## src/design/dtq_pkg.sv

```systemverilog
// shared types and constants for the deadline timer queue
package dtq_pkg;

  localparam int SLOTS     = 16;
  localparam int SLOT_W    = 4;
  localparam int TIME_BITS = 48;
  localparam int PER_W     = 32;
  localparam int CNT_W     = 5;

  localparam logic [1:0] MODE_ADD    = 2'd0;
  localparam logic [1:0] MODE_CANCEL = 2'd1;
  localparam logic [1:0] MODE_POLL   = 2'd2;

  localparam logic [1:0] ST_OK       = 2'd0;
  localparam logic [1:0] ST_FULL     = 2'd1;
  localparam logic [1:0] ST_NOTFOUND = 2'd2;

  // one accepted command, held in the front queue
  typedef struct packed {
    logic [1:0]           mode;
    logic [TIME_BITS-1:0] now_ms;
    logic [PER_W-1:0]     period_ms;
    logic                 recurring;
    logic [SLOT_W-1:0]    slot_sel;
  } cmd_t;

  // one result item
  typedef struct packed {
    logic [SLOT_W-1:0]    slot_out;
    logic [1:0]           status;
    logic                 expired_valid;
    logic                 last;
    logic                 new_earliest;
    logic                 any_pending;
    logic [TIME_BITS-1:0] time_to_next;
  } res_t;

  typedef enum logic [2:0] {
    S_IDLE,
    S_EXEC,
    S_SCAN,
    S_EMIT,
    S_FIN,
    S_OUT
  } eng_state_t;

endpackage

```

## src/design/deadline_timer_queue_top.sv

```systemverilog
// top level: input front, command queue and execution engine
// Each item is taken into a two-entry queue and then carried out by a
// sequencer that walks the sixteen slots one per cycle. Add, cancel and the
// unused mode run one slot scan that finds the earliest deadline for
// time_to_next. A poll repeats the scan once per expired timer (deadline
// order, ties to the lower slot), then once more to find that nothing is
// left, then a closing scan, and sends one result per cycle while the
// receiver is ready. Every result of an item carries the table as it stands
// after the whole item. A stalled receiver holds the engine; the queue takes
// up to two more items before in_tready drops.
module deadline_timer_queue_top import dtq_pkg::*; (
  input  logic          clk,
  input  logic          rst_n,
  input  logic          in_tvalid,
  output logic          in_tready,
  input  logic [87:0]   in_tdata,  // mode, now_ms, period_ms, recurring, slot_sel, pad
  output logic          out_tvalid,
  input  logic          out_tready,
  output logic [63:0]   out_tdata, // slot_out, status, any_pending, time_to_next, pad
  output logic [1:0]    out_tuser, // expired_valid, new_earliest
  output logic          out_tlast
);

  cmd_t in_cmd, q_cmd;
  logic q_valid, q_ready;
  res_t r;

  // front: unpack the item
  always_comb begin
    in_cmd.mode      = in_tdata[1:0];
    in_cmd.now_ms    = in_tdata[49:2];
    in_cmd.period_ms = in_tdata[81:50];
    in_cmd.recurring = in_tdata[82];
    in_cmd.slot_sel  = in_tdata[86:83];
  end

  dtq_fifo u_fifo (
    .clk      (clk),
    .rst_n    (rst_n),
    .wr_valid (in_tvalid),
    .wr_ready (in_tready),
    .wr_data  (in_cmd),
    .rd_valid (q_valid),
    .rd_ready (q_ready),
    .rd_data  (q_cmd)
  );

  dtq_engine u_engine (
    .clk       (clk),
    .rst_n     (rst_n),
    .cmd_valid (q_valid),
    .cmd_ready (q_ready),
    .cmd       (q_cmd),
    .res_valid (out_tvalid),
    .res_ready (out_tready),
    .res       (r)
  );

  // pack the result item
  assign out_tdata = {9'd0, r.time_to_next, r.any_pending, r.status, r.slot_out};
  assign out_tuser = {r.new_earliest, r.expired_valid};
  assign out_tlast = r.last;

endmodule

```

## src/design/dtq_fifo.sv

```systemverilog
// two-entry command queue between the front and the engine
module dtq_fifo import dtq_pkg::*; (
  input  logic clk,
  input  logic rst_n,
  input  logic wr_valid,
  output logic wr_ready,
  input  cmd_t wr_data,
  output logic rd_valid,
  input  logic rd_ready,
  output cmd_t rd_data
);

  cmd_t       mem_r [2];
  logic       wp_r, rp_r;
  logic [1:0] cnt_r;
  logic       wr_en, rd_en;

  assign wr_ready = (cnt_r != 2'd2);
  assign rd_valid = (cnt_r != 2'd0);
  assign rd_data  = mem_r[rp_r];
  assign wr_en    = wr_valid && wr_ready;
  assign rd_en    = rd_valid && rd_ready;

  // storage
  always_ff @(posedge clk) begin
    if (wr_en) begin
      mem_r[wp_r] <= wr_data;
    end
  end

  // pointers and fill
  always_ff @(posedge clk) begin
    if (!rst_n) begin
      wp_r  <= 1'b0;
      rp_r  <= 1'b0;
      cnt_r <= 2'd0;
    end else begin
      if (wr_en) wp_r <= ~wp_r;
      if (rd_en) rp_r <= ~rp_r;
      cnt_r <= cnt_r + {1'b0, wr_en} - {1'b0, rd_en};
    end
  end

endmodule

```

## src/design/dtq_engine.sv

```systemverilog
// slot table and the sequencer that carries out one command at a time
module dtq_engine import dtq_pkg::*; (
  input  logic clk,
  input  logic rst_n,
  input  logic cmd_valid,
  output logic cmd_ready,
  input  cmd_t cmd,
  output logic res_valid,
  input  logic res_ready,
  output res_t res
);

  eng_state_t state_r, state_nxt;

  logic [TIME_BITS-1:0] dl_r  [SLOTS];
  logic [PER_W-1:0]     per_r [SLOTS];
  logic [SLOTS-1:0]     rep_r;
  logic [SLOTS-1:0]     armed_r;
  logic [SLOTS-1:0]     taken_r;
  logic [SLOT_W-1:0]    ord_r [SLOTS];

  cmd_t                 cmd_r;
  logic [SLOT_W-1:0]    idx_r;
  logic                 best_v_r;
  logic [SLOT_W-1:0]    best_r;
  logic [TIME_BITS-1:0] best_dl_r;
  logic [CNT_W-1:0]     nexp_r;
  logic [SLOT_W-1:0]    em_r;
  logic                 added_r;
  logic [SLOT_W-1:0]    added_slot_r;
  logic                 scan_poll_r;
  logic [SLOT_W-1:0]    slot_r;
  logic [1:0]           status_r;
  logic                 ne_r;
  logic                 pend_r;
  logic [TIME_BITS-1:0] ttn_r;

  logic                 cand;
  logic                 better;
  logic                 free_v;
  logic [SLOT_W-1:0]    free_idx;
  logic                 idx_end;
  logic                 is_poll;
  logic                 res_last;

  // lowest free slot, priority pick over sixteen flags
  always_comb begin
    free_v   = 1'b0;
    free_idx = '0;
    for (int i = SLOTS - 1; i >= 0; i--) begin
      if (!armed_r[i]) begin
        free_v   = 1'b1;
        free_idx = SLOT_W'(i);
      end
    end
  end

  // one slot examined per scan cycle
  always_comb begin
    cand = armed_r[idx_r] && !taken_r[idx_r] &&
           (!scan_poll_r || (dl_r[idx_r] < cmd_r.now_ms));
    better = cand && (!best_v_r || (dl_r[idx_r] < best_dl_r));
  end

  assign idx_end = (idx_r == SLOT_W'(SLOTS - 1));
  assign is_poll = (cmd_r.mode == MODE_POLL);

  // result item under the emit index, summary shared by every result
  always_comb begin
    res              = '0;
    res.any_pending  = pend_r;
    res.time_to_next = ttn_r;
    if (is_poll && nexp_r != '0) begin
      res.slot_out      = ord_r[em_r];
      res.expired_valid = 1'b1;
      res.last          = (CNT_W'(em_r) + CNT_W'(1) == nexp_r);
    end else begin
      res.slot_out     = slot_r;
      res.status       = status_r;
      res.new_earliest = ne_r;
      res.last         = 1'b1;
    end
  end

  assign res_last = res.last;

  // handshake outputs
  always_comb begin
    cmd_ready = (state_r == S_IDLE);
    res_valid = (state_r == S_OUT);
  end

  // next state
  always_comb begin
    state_nxt = state_r;
    case (state_r)
      S_IDLE: if (cmd_valid) state_nxt = S_EXEC;
      S_EXEC: state_nxt = S_SCAN;
      S_SCAN: if (idx_end) state_nxt = scan_poll_r ? S_EMIT : S_FIN;
      S_EMIT: state_nxt = S_SCAN;
      S_FIN:  state_nxt = S_OUT;
      S_OUT:  if (res_ready && res_last) state_nxt = S_IDLE;
      default: state_nxt = S_IDLE;
    endcase
  end

  always_ff @(posedge clk) begin
    if (!rst_n) state_r <= S_IDLE;
    else        state_r <= state_nxt;
  end

  // datapath and table updates
  always_ff @(posedge clk) begin
    if (!rst_n) begin
      armed_r     <= '0;
      scan_poll_r <= 1'b0;
    end else begin
      case (state_r)
        S_IDLE: begin
          if (cmd_valid) cmd_r <= cmd;
        end
        S_EXEC: begin
          taken_r     <= '0;
          nexp_r      <= '0;
          idx_r       <= '0;
          best_v_r    <= 1'b0;
          scan_poll_r <= (cmd_r.mode == MODE_POLL);
          case (cmd_r.mode)
            MODE_ADD: begin
              // free_idx is zero when the table is full
              slot_r       <= free_idx;
              status_r     <= free_v ? ST_OK : ST_FULL;
              added_r      <= free_v;
              added_slot_r <= free_idx;
              if (free_v) begin
                dl_r[free_idx]    <= cmd_r.now_ms + TIME_BITS'(cmd_r.period_ms);
                per_r[free_idx]   <= cmd_r.period_ms;
                rep_r[free_idx]   <= cmd_r.recurring;
                armed_r[free_idx] <= 1'b1;
              end
            end
            MODE_CANCEL: begin
              slot_r                  <= cmd_r.slot_sel;
              status_r                <= armed_r[cmd_r.slot_sel] ? ST_OK : ST_NOTFOUND;
              added_r                 <= 1'b0;
              armed_r[cmd_r.slot_sel] <= 1'b0;
            end
            default: begin
              slot_r   <= '0;
              status_r <= ST_OK;
              added_r  <= 1'b0;
            end
          endcase
        end
        S_SCAN: begin
          if (better) begin
            best_v_r  <= 1'b1;
            best_r    <= idx_r;
            best_dl_r <= dl_r[idx_r];
          end
          idx_r <= idx_r + SLOT_W'(1);
        end
        S_EMIT: begin
          idx_r    <= '0;
          best_v_r <= 1'b0;
          if (best_v_r) begin
            // earliest expired timer: record it and re-arm or disarm
            taken_r[best_r]              <= 1'b1;
            ord_r[nexp_r[SLOT_W-1:0]]    <= best_r;
            nexp_r                       <= nexp_r + CNT_W'(1);
            if (rep_r[best_r]) dl_r[best_r] <= cmd_r.now_ms + TIME_BITS'(per_r[best_r]);
            else armed_r[best_r] <= 1'b0;
          end else begin
            // nothing more expired: closing scan over every armed slot
            taken_r     <= '0;
            scan_poll_r <= 1'b0;
          end
        end
        S_FIN: begin
          // closing scan is done: earliest slot in best_r
          pend_r <= best_v_r;
          ne_r   <= added_r && best_v_r && (best_r == added_slot_r);
          em_r   <= '0;
          if (!best_v_r) ttn_r <= '1;
          else if (best_dl_r > cmd_r.now_ms) ttn_r <= best_dl_r - cmd_r.now_ms;
          else ttn_r <= '0;
        end
        S_OUT: begin
          if (res_ready && !res_last) em_r <= em_r + SLOT_W'(1);
        end
        default: ;
      endcase
    end
  end

endmodule

```

## config.mk

```make
export PLATFORM = sky130hd
export DESIGN_NAME = deadline_timer_queue_top
export DESIGN_NICKNAME = d
export VERILOG_FILES = /design/src/design/dtq_pkg.sv /design/src/design/deadline_timer_queue_top.sv /design/src/design/dtq_fifo.sv /design/src/design/dtq_engine.sv
export SDC_FILE = /design/constraint.sdc
export NUM_CORES = 2
export LEC_CHECK = 0
export ABC_AREA = 1
export BUFFER_PORTS_ARGS = -buffer_cell sky130_fd_sc_hd__buf_2
export CAP_MARGIN = 10
export CORE_ASPECT_RATIO = 0.75
export CORE_MARGIN = 2
export CORE_UTILIZATION = 36
export DETAILED_ROUTE_END_ITERATION = 12
export PLACE_DENSITY_LB_ADDON = 0.08
export SLEW_MARGIN = 20
export SYNTH_ARGS = -nofsm -noshare
export SYNTH_HDL_FRONTEND = slang
export SYNTH_SLANG_ARGS = --single-unit
```

## constraint.sdc

```tcl
create_clock -name clk -period 6.1 [get_ports clk]
set_clock_uncertainty 0.05 [all_clocks]
set_input_delay 0.305 -clock clk [delete_from_list [all_inputs] [get_ports clk]]
set_output_delay 0.305 -clock clk [all_outputs]
set_load 0.03 [all_outputs]
```

==> report_table.html <==
<table>
<tr><th>Metric</th><th>Value</th></tr>
<tr><th colspan="2">Run status</th></tr>
<tr><td>Outcome</td><td>finished clean</td></tr>
<tr><th colspan="2">Worst setup path</th></tr>
<tr><td>Cells on worst reg2reg path</td><td>29</td></tr>
<tr><td>Top Family by Delay on Critical Path</td><td>simple AND/OR/NAND/NOR gates</td></tr>
<tr><td>Stage delay of the slowest cell on the critical path</td><td>0.39 ns</td></tr>
<tr><td>Startpoint Class</td><td>register</td></tr>
<tr><td>Critical Path Source</td><td>u_engine.state_r[0]$_SDFFE_PN0P_</td></tr>
<tr><td>Critical path required time</td><td>6.72 ns</td></tr>
<tr><td>Cell repeated most along the worst path</td><td>sky130_fd_sc_hd__nand2_1</td></tr>
<tr><td>Crit-path max FO</td><td>19</td></tr>
<tr><td>Register-to-register setup slack</td><td>0.42 ns</td></tr>
<tr><td>Number of buffers and inverters on the critical path</td><td>9</td></tr>
<tr><td>Endpoint of the lowest-slack register-to-register path</td><td>u_engine.dl_r[6][40]$_DFFE_PP_</td></tr>
<tr><td>Critical-path cell with the highest stage delay</td><td>sky130_fd_sc_hd__dfxtp_1</td></tr>
<tr><td>Crit path arrival time</td><td>6.30 ns</td></tr>
<tr><td>Critical path type</td><td>register to register</td></tr>
<tr><td>Startpoint of the most critical register-to-register path</td><td>u_engine.state_r[0]$_SDFFE_PN0P_</td></tr>
<tr><td>Capturing element type of the critical path</td><td>register</td></tr>
<tr><th colspan="2">Job</th></tr>
<tr><td>Count of maximum capacitance violations</td><td>0</td></tr>
<tr><th colspan="2">Clock tree</th></tr>
<tr><td>Clock tree from TritonCTS</td><td>done</td></tr>
<tr><td>Sinks on Clock Net</td><td>1800</td></tr>
<tr><td>Clock Tree Root</td><td>sky130_fd_sc_hd__clkbuf_16</td></tr>
<tr><td>Post-CTS setup-driven buffer insertion count</td><td>0</td></tr>
<tr><td>Clock transition time at the flip-flop clock pins of the worst setup and hold paths</td><td>0.06 ns</td></tr>
<tr><td>CTS H-tree depth</td><td>4</td></tr>
<tr><td>TritonCTS buffer count</td><td>190</td></tr>
<tr><td>Source-to-sink clock delay at the later pin of the worst-skew pair</td><td>about 0.86 ns</td></tr>
<tr><td>Deepest clock path buffer count</td><td>4</td></tr>
<tr><th colspan="2">Worst hold path</th></tr>
<tr><td>Worst Hold Endpoint</td><td>u_fifo.mem_r[0][33]$_DFFE_PP_</td></tr>
<tr><td>Startpoint of the most critical hold path</td><td>in_tdata[78]</td></tr>
<tr><td>Worst hold path cell count</td><td>2</td></tr>
<tr><td>Min-delay worst type</td><td>primary input to register</td></tr>
<tr><th colspan="2">Drt</th></tr>
<tr><td>Initial DRC count</td><td>5206</td></tr>
<tr><td>Via count</td><td>a little over 50000</td></tr>
<tr><td>Antenna Nets Post-Route</td><td>0</td></tr>
<tr><td>Mean routed wirelength per cell</td><td>between 20 and 30 um</td></tr>
<tr><td>DRC violations left</td><td>0</td></tr>
<tr><td>Detail-routed via count per cell</td><td>5.36</td></tr>
<tr><td>Number of detailed-route iterations in the first pass</td><td>6</td></tr>
<tr><td>Total wire length</td><td>245 mm</td></tr>
<tr><th colspan="2">Die</th></tr>
<tr><td>Starting density of the core</td><td>0.362</td></tr>
<tr><td>Area of the die</td><td>219000 um2</td></tr>
<tr><td>Die width</td><td>539 um</td></tr>
<tr><td>Placeable core region</td><td>214000 um2</td></tr>
<tr><td>Floorplan row count</td><td>between 100 and 150</td></tr>
<tr><td>DIE HEIGHT</td><td>405 um</td></tr>
<tr><td>Number of top-level pins</td><td>161</td></tr>
<tr><th colspan="2">Finish</th></tr>
<tr><td>Count of fill cells added during filler insertion</td><td>20100</td></tr>
<tr><td># nets final</td><td>about 6900</td></tr>
<tr><td>Fraction of layout cells with a size suffix above 1</td><td>0.102</td></tr>
<tr><td>Growth of design area from synthesis to finish</td><td>15.6%</td></tr>
<tr><th colspan="2">Timing</th></tr>
<tr><td>Fmax</td><td>~0.18 GHz</td></tr>
<tr><td>Final Slew Violations</td><td>0</td></tr>
<tr><td>Final total negative setup slack</td><td>0 ns</td></tr>
<tr><td>Fraction of the cycle the final worst path needs</td><td>0.932</td></tr>
<tr><td>Final critical delay including setup and external delays</td><td>5.68 ns</td></tr>
<tr><td>Slew HR</td><td>0.226</td></tr>
<tr><td>Final setup violation count</td><td>0</td></tr>
<tr><td>Pin slew with the least headroom to its limit</td><td>1.15 ns</td></tr>
<tr><td>Worst hold margin</td><td>0.106 ns</td></tr>
<tr><td>Setup repair after global routing missed its margin</td><td>false</td></tr>
<tr><td>Endpoints failing hold</td><td>0</td></tr>
<tr><th colspan="2">Yosys</th></tr>
<tr><td>Count of flip-flops with a built-in enable after synthesis</td><td>1764</td></tr>
<tr><td>Gate Count Post-Synth</td><td>6387</td></tr>
<tr><td>FFs w/ async S/R, synth</td><td>0</td></tr>
<tr><td>Number of distinct library cells after synthesis</td><td>68</td></tr>
<tr><td>Synthesis-stage register bit count</td><td>1800</td></tr>
<tr><td>Count of yosys warnings during synthesis</td><td>0</td></tr>
<tr><td>Register area share after synthesis</td><td>0.694</td></tr>
<tr><td>Synthesized area per cell</td><td>12.1 um2</td></tr>
<tr><td>Main synth FF type</td><td>sky130_fd_sc_hd__edfxtp_1</td></tr>
<tr><td>Summed instance area of the synthesized netlist</td><td>~77000 um2</td></tr>
<tr><th colspan="2">Place</th></tr>
<tr><td>Count of buffers from port buffering</td><td>150</td></tr>
<tr><td>Total half-perimeter wirelength after legalization and detailed placement</td><td>154 mm</td></tr>
<tr><td>GP Congestion</td><td>0.930</td></tr>
<tr><th colspan="2">Global routing</th></tr>
<tr><td>Aggregate global routing overflow</td><td>0</td></tr>
<tr><td>Vias in the first global route</td><td>48700</td></tr>
<tr><td>First-pass GRT wire length</td><td>353 mm</td></tr>
<tr><td>All-Layer GR Usage</td><td>0.220</td></tr>
<tr><td>Antenna violations before repair</td><td>6</td></tr>
<tr><td>Maximum number of pins on one net before global-route repair</td><td>128</td></tr>
<tr><th colspan="2">Power</th></tr>
<tr><td>Leakage power figure</td><td>around 31 nW</td></tr>
<tr><td>Power Dens Cells</td><td>435 nW/um2</td></tr>
<tr><td>Maximum vdd ir drop</td><td>~0.27 mV</td></tr>
</table>
==> cell usage in the layout, fill, tap and decap left out, types with 36 or more instances in the layout <==
| cell type | count |
|---|---|
| sky130_fd_sc_hd__o22ai_1 | 55 |
| sky130_fd_sc_hd__a21oi_1 | 450 |
| sky130_fd_sc_hd__nor2_4 | 38 |
| sky130_fd_sc_hd__a221oi_1 | 45 |
| sky130_fd_sc_hd__o221ai_1 | 161 |
| sky130_fd_sc_hd__buf_2 | 150 |
| sky130_fd_sc_hd__clkinv_1 | 46 |
| sky130_fd_sc_hd__clkbuf_16 | 193 |
| sky130_fd_sc_hd__o211ai_1 | 63 |
| sky130_fd_sc_hd__xor2_1 | 36 |
| sky130_fd_sc_hd__edfxtp_1 | 1764 |
| sky130_fd_sc_hd__nor2_1 | 635 |
| sky130_fd_sc_hd__buf_12 | 51 |
| sky130_fd_sc_hd__a31oi_1 | 45 |
| sky130_fd_sc_hd__ha_1 | 182 |
| sky130_fd_sc_hd__xnor2_1 | 40 |
| sky130_fd_sc_hd__nand3_1 | 134 |
| sky130_fd_sc_hd__dlygate4sd3_1 | 91 |
| sky130_fd_sc_hd__o311ai_0 | 56 |
| sky130_fd_sc_hd__o21ai_0 | 527 |
| sky130_fd_sc_hd__a22oi_1 | 42 |
| sky130_fd_sc_hd__buf_4 | 135 |
| sky130_fd_sc_hd__inv_1 | 343 |
| sky130_fd_sc_hd__nand2_1 | 1137 |
| sky130_fd_sc_hd__clkbuf_1 | 54 |
==> routing by layer <==
metal / routed length (um) / global-route usage / up-vias
met5: 0 / 0 / -
met4: 5610 / 0.0531 / 0
met3: 15000 / 0.0343 / 285
met2: 104000 / 0.320 / 1504
met1: 121000 / 0.340 / 26000
li1: - / - / 24000
==> cells by family after synthesis <==
group | Yosys count | share of synthesized area
AOI/OAI and AO/OA | 1563 | 0.124
xor gates and xnor gates | 91 | 0.0103
adders and majority gates | 184 | 0.0300
buffers and inverters | 702 | 0.0351
DFF | 1800 | 0.694
muxes | 16 | 0.00214
other | 1 | 0.0000485
and+or+nand+nor | 2030 | 0.104
==> stage by stage <==
| step | setup slack, ns | instances | total power, mW | util | instance area [um2] |
|---|---|---|---|---|---|
| finish | 0.416 | 9647 | 38.9 | 0.418 | 89400 |
| global route | 0.0258 | 9646 | 40.8 | 0.418 | 89400 |
| CTS | 0.273 | 9644 | 39.1 | 0.418 | 89300 |
| detailed placement | 0.260 | 9219 | 28.1 | 0.387 | 82700 |
| global placement | 0.363 | 9219 | 28.0 | 0.387 | 82600 |
| floorplan | 0.855 | 6395 | 23.0 | - | 77400 |
==> worst max path at each step <==
stage                                      to  cells after the start
6_report       u_engine.dl_r[6][40]$_DFFE_PP_                     29
5_1_grt        u_engine.dl_r[3][40]$_DFFE_PP_                     29
4_1_cts        u_engine.dl_r[7][43]$_DFFE_PP_                     25
3_5_place_dp   u_engine.dl_r[7][43]$_DFFE_PP_                     25
3_3_place_gp   u_engine.dl_r[3][40]$_DFFE_PP_                     29
2_1_floorplan  u_engine.per_r[0][0]$_DFFE_PP_                      8
==> sequential cells by signal, indices dropped and copies added, names as in the netlist, 3 cells and up, named ones only <==
register               flops
u_engine.ttn_r            48
u_engine.nexp_r            5
u_engine.cmd_r            87
u_engine.em_r              4
u_engine.rep_r            16
u_engine.added_slot_r      4
u_engine.state_r           3
u_engine.idx_r             4
u_engine.slot_r            4
u_engine.armed_r          16
u_engine.dl_r            768
u_engine.per_r           512
u_engine.ord_r            64
u_engine.best_dl_r        48
u_fifo.mem_r             174
u_engine.best_r            4
u_engine.taken_r          16
==> power by group <==
group	internal [mW]	switching, mW
clock network	6.13	4.83
registers	15.8	0.717
logic	3.12	8.22
total	25.1	13.8
==> final cells by class <==
class	count	area, um2	share of cell area
inverters	359	1370	0.0154
flip-flops and latches	1800	53700	0.601
well taps	2831	3540	0.0396
clock inverters	84	619	0.00693
diodes	2	5.00	0.0000560
multi-input cells	3893	21300	0.239
clock buffers	250	5070	0.0568
repair buffers	428	3720	0.0416
==> Yosys cell counts (12+ instances only) <==
library cell / count / area (um2)
sky130_fd_sc_hd__ha_1: 182 / 2280
sky130_fd_sc_hd__o311ai_0: 56 / 490
sky130_fd_sc_hd__a22oi_1: 42 / 315
sky130_fd_sc_hd__mux2i_1: 12 / 120
sky130_fd_sc_hd__inv_1: 349 / 1310
sky130_fd_sc_hd__a21oi_1: 450 / 2250
sky130_fd_sc_hd__nand2_1: 1138 / 4270
sky130_fd_sc_hd__a32o_1: 25 / 250
sky130_fd_sc_hd__edfxtp_1: 1764 / 53000
sky130_fd_sc_hd__o21ai_0: 527 / 2640
sky130_fd_sc_hd__o21a_1: 19 / 143
sky130_fd_sc_hd__nor2_1: 670 / 2510
sky130_fd_sc_hd__buf_1: 38 / 143
sky130_fd_sc_hd__a31oi_1: 45 / 282
sky130_fd_sc_hd__buf_4: 12 / 90.1
sky130_fd_sc_hd__o211ai_1: 63 / 473
sky130_fd_sc_hd__o31ai_1: 13 / 97.6
sky130_fd_sc_hd__xor2_1: 47 / 412
sky130_fd_sc_hd__clkbuf_1: 276 / 1040
sky130_fd_sc_hd__dfxtp_1: 36 / 721
sky130_fd_sc_hd__nand4_1: 24 / 150
sky130_fd_sc_hd__nand3_1: 134 / 671
sky130_fd_sc_hd__o22ai_1: 55 / 344
sky130_fd_sc_hd__buf_2: 15 / 75.1
sky130_fd_sc_hd__a221oi_1: 45 / 394
sky130_fd_sc_hd__xnor2_1: 44 / 385
sky130_fd_sc_hd__nor3_1: 26 / 130
sky130_fd_sc_hd__o221ai_1: 161 / 1410
==> repair_timing <==
| item | in CTS | in global routing |
|---|---|---|
| hold buffers | 91 | 0 |
| setup endpoints to repair | 0 | 32 |
| gates resized for setup | 0 | 4 |
| endpoints found under the hold margin | 197 | 0 |
(Power assumes the default switching activity.)
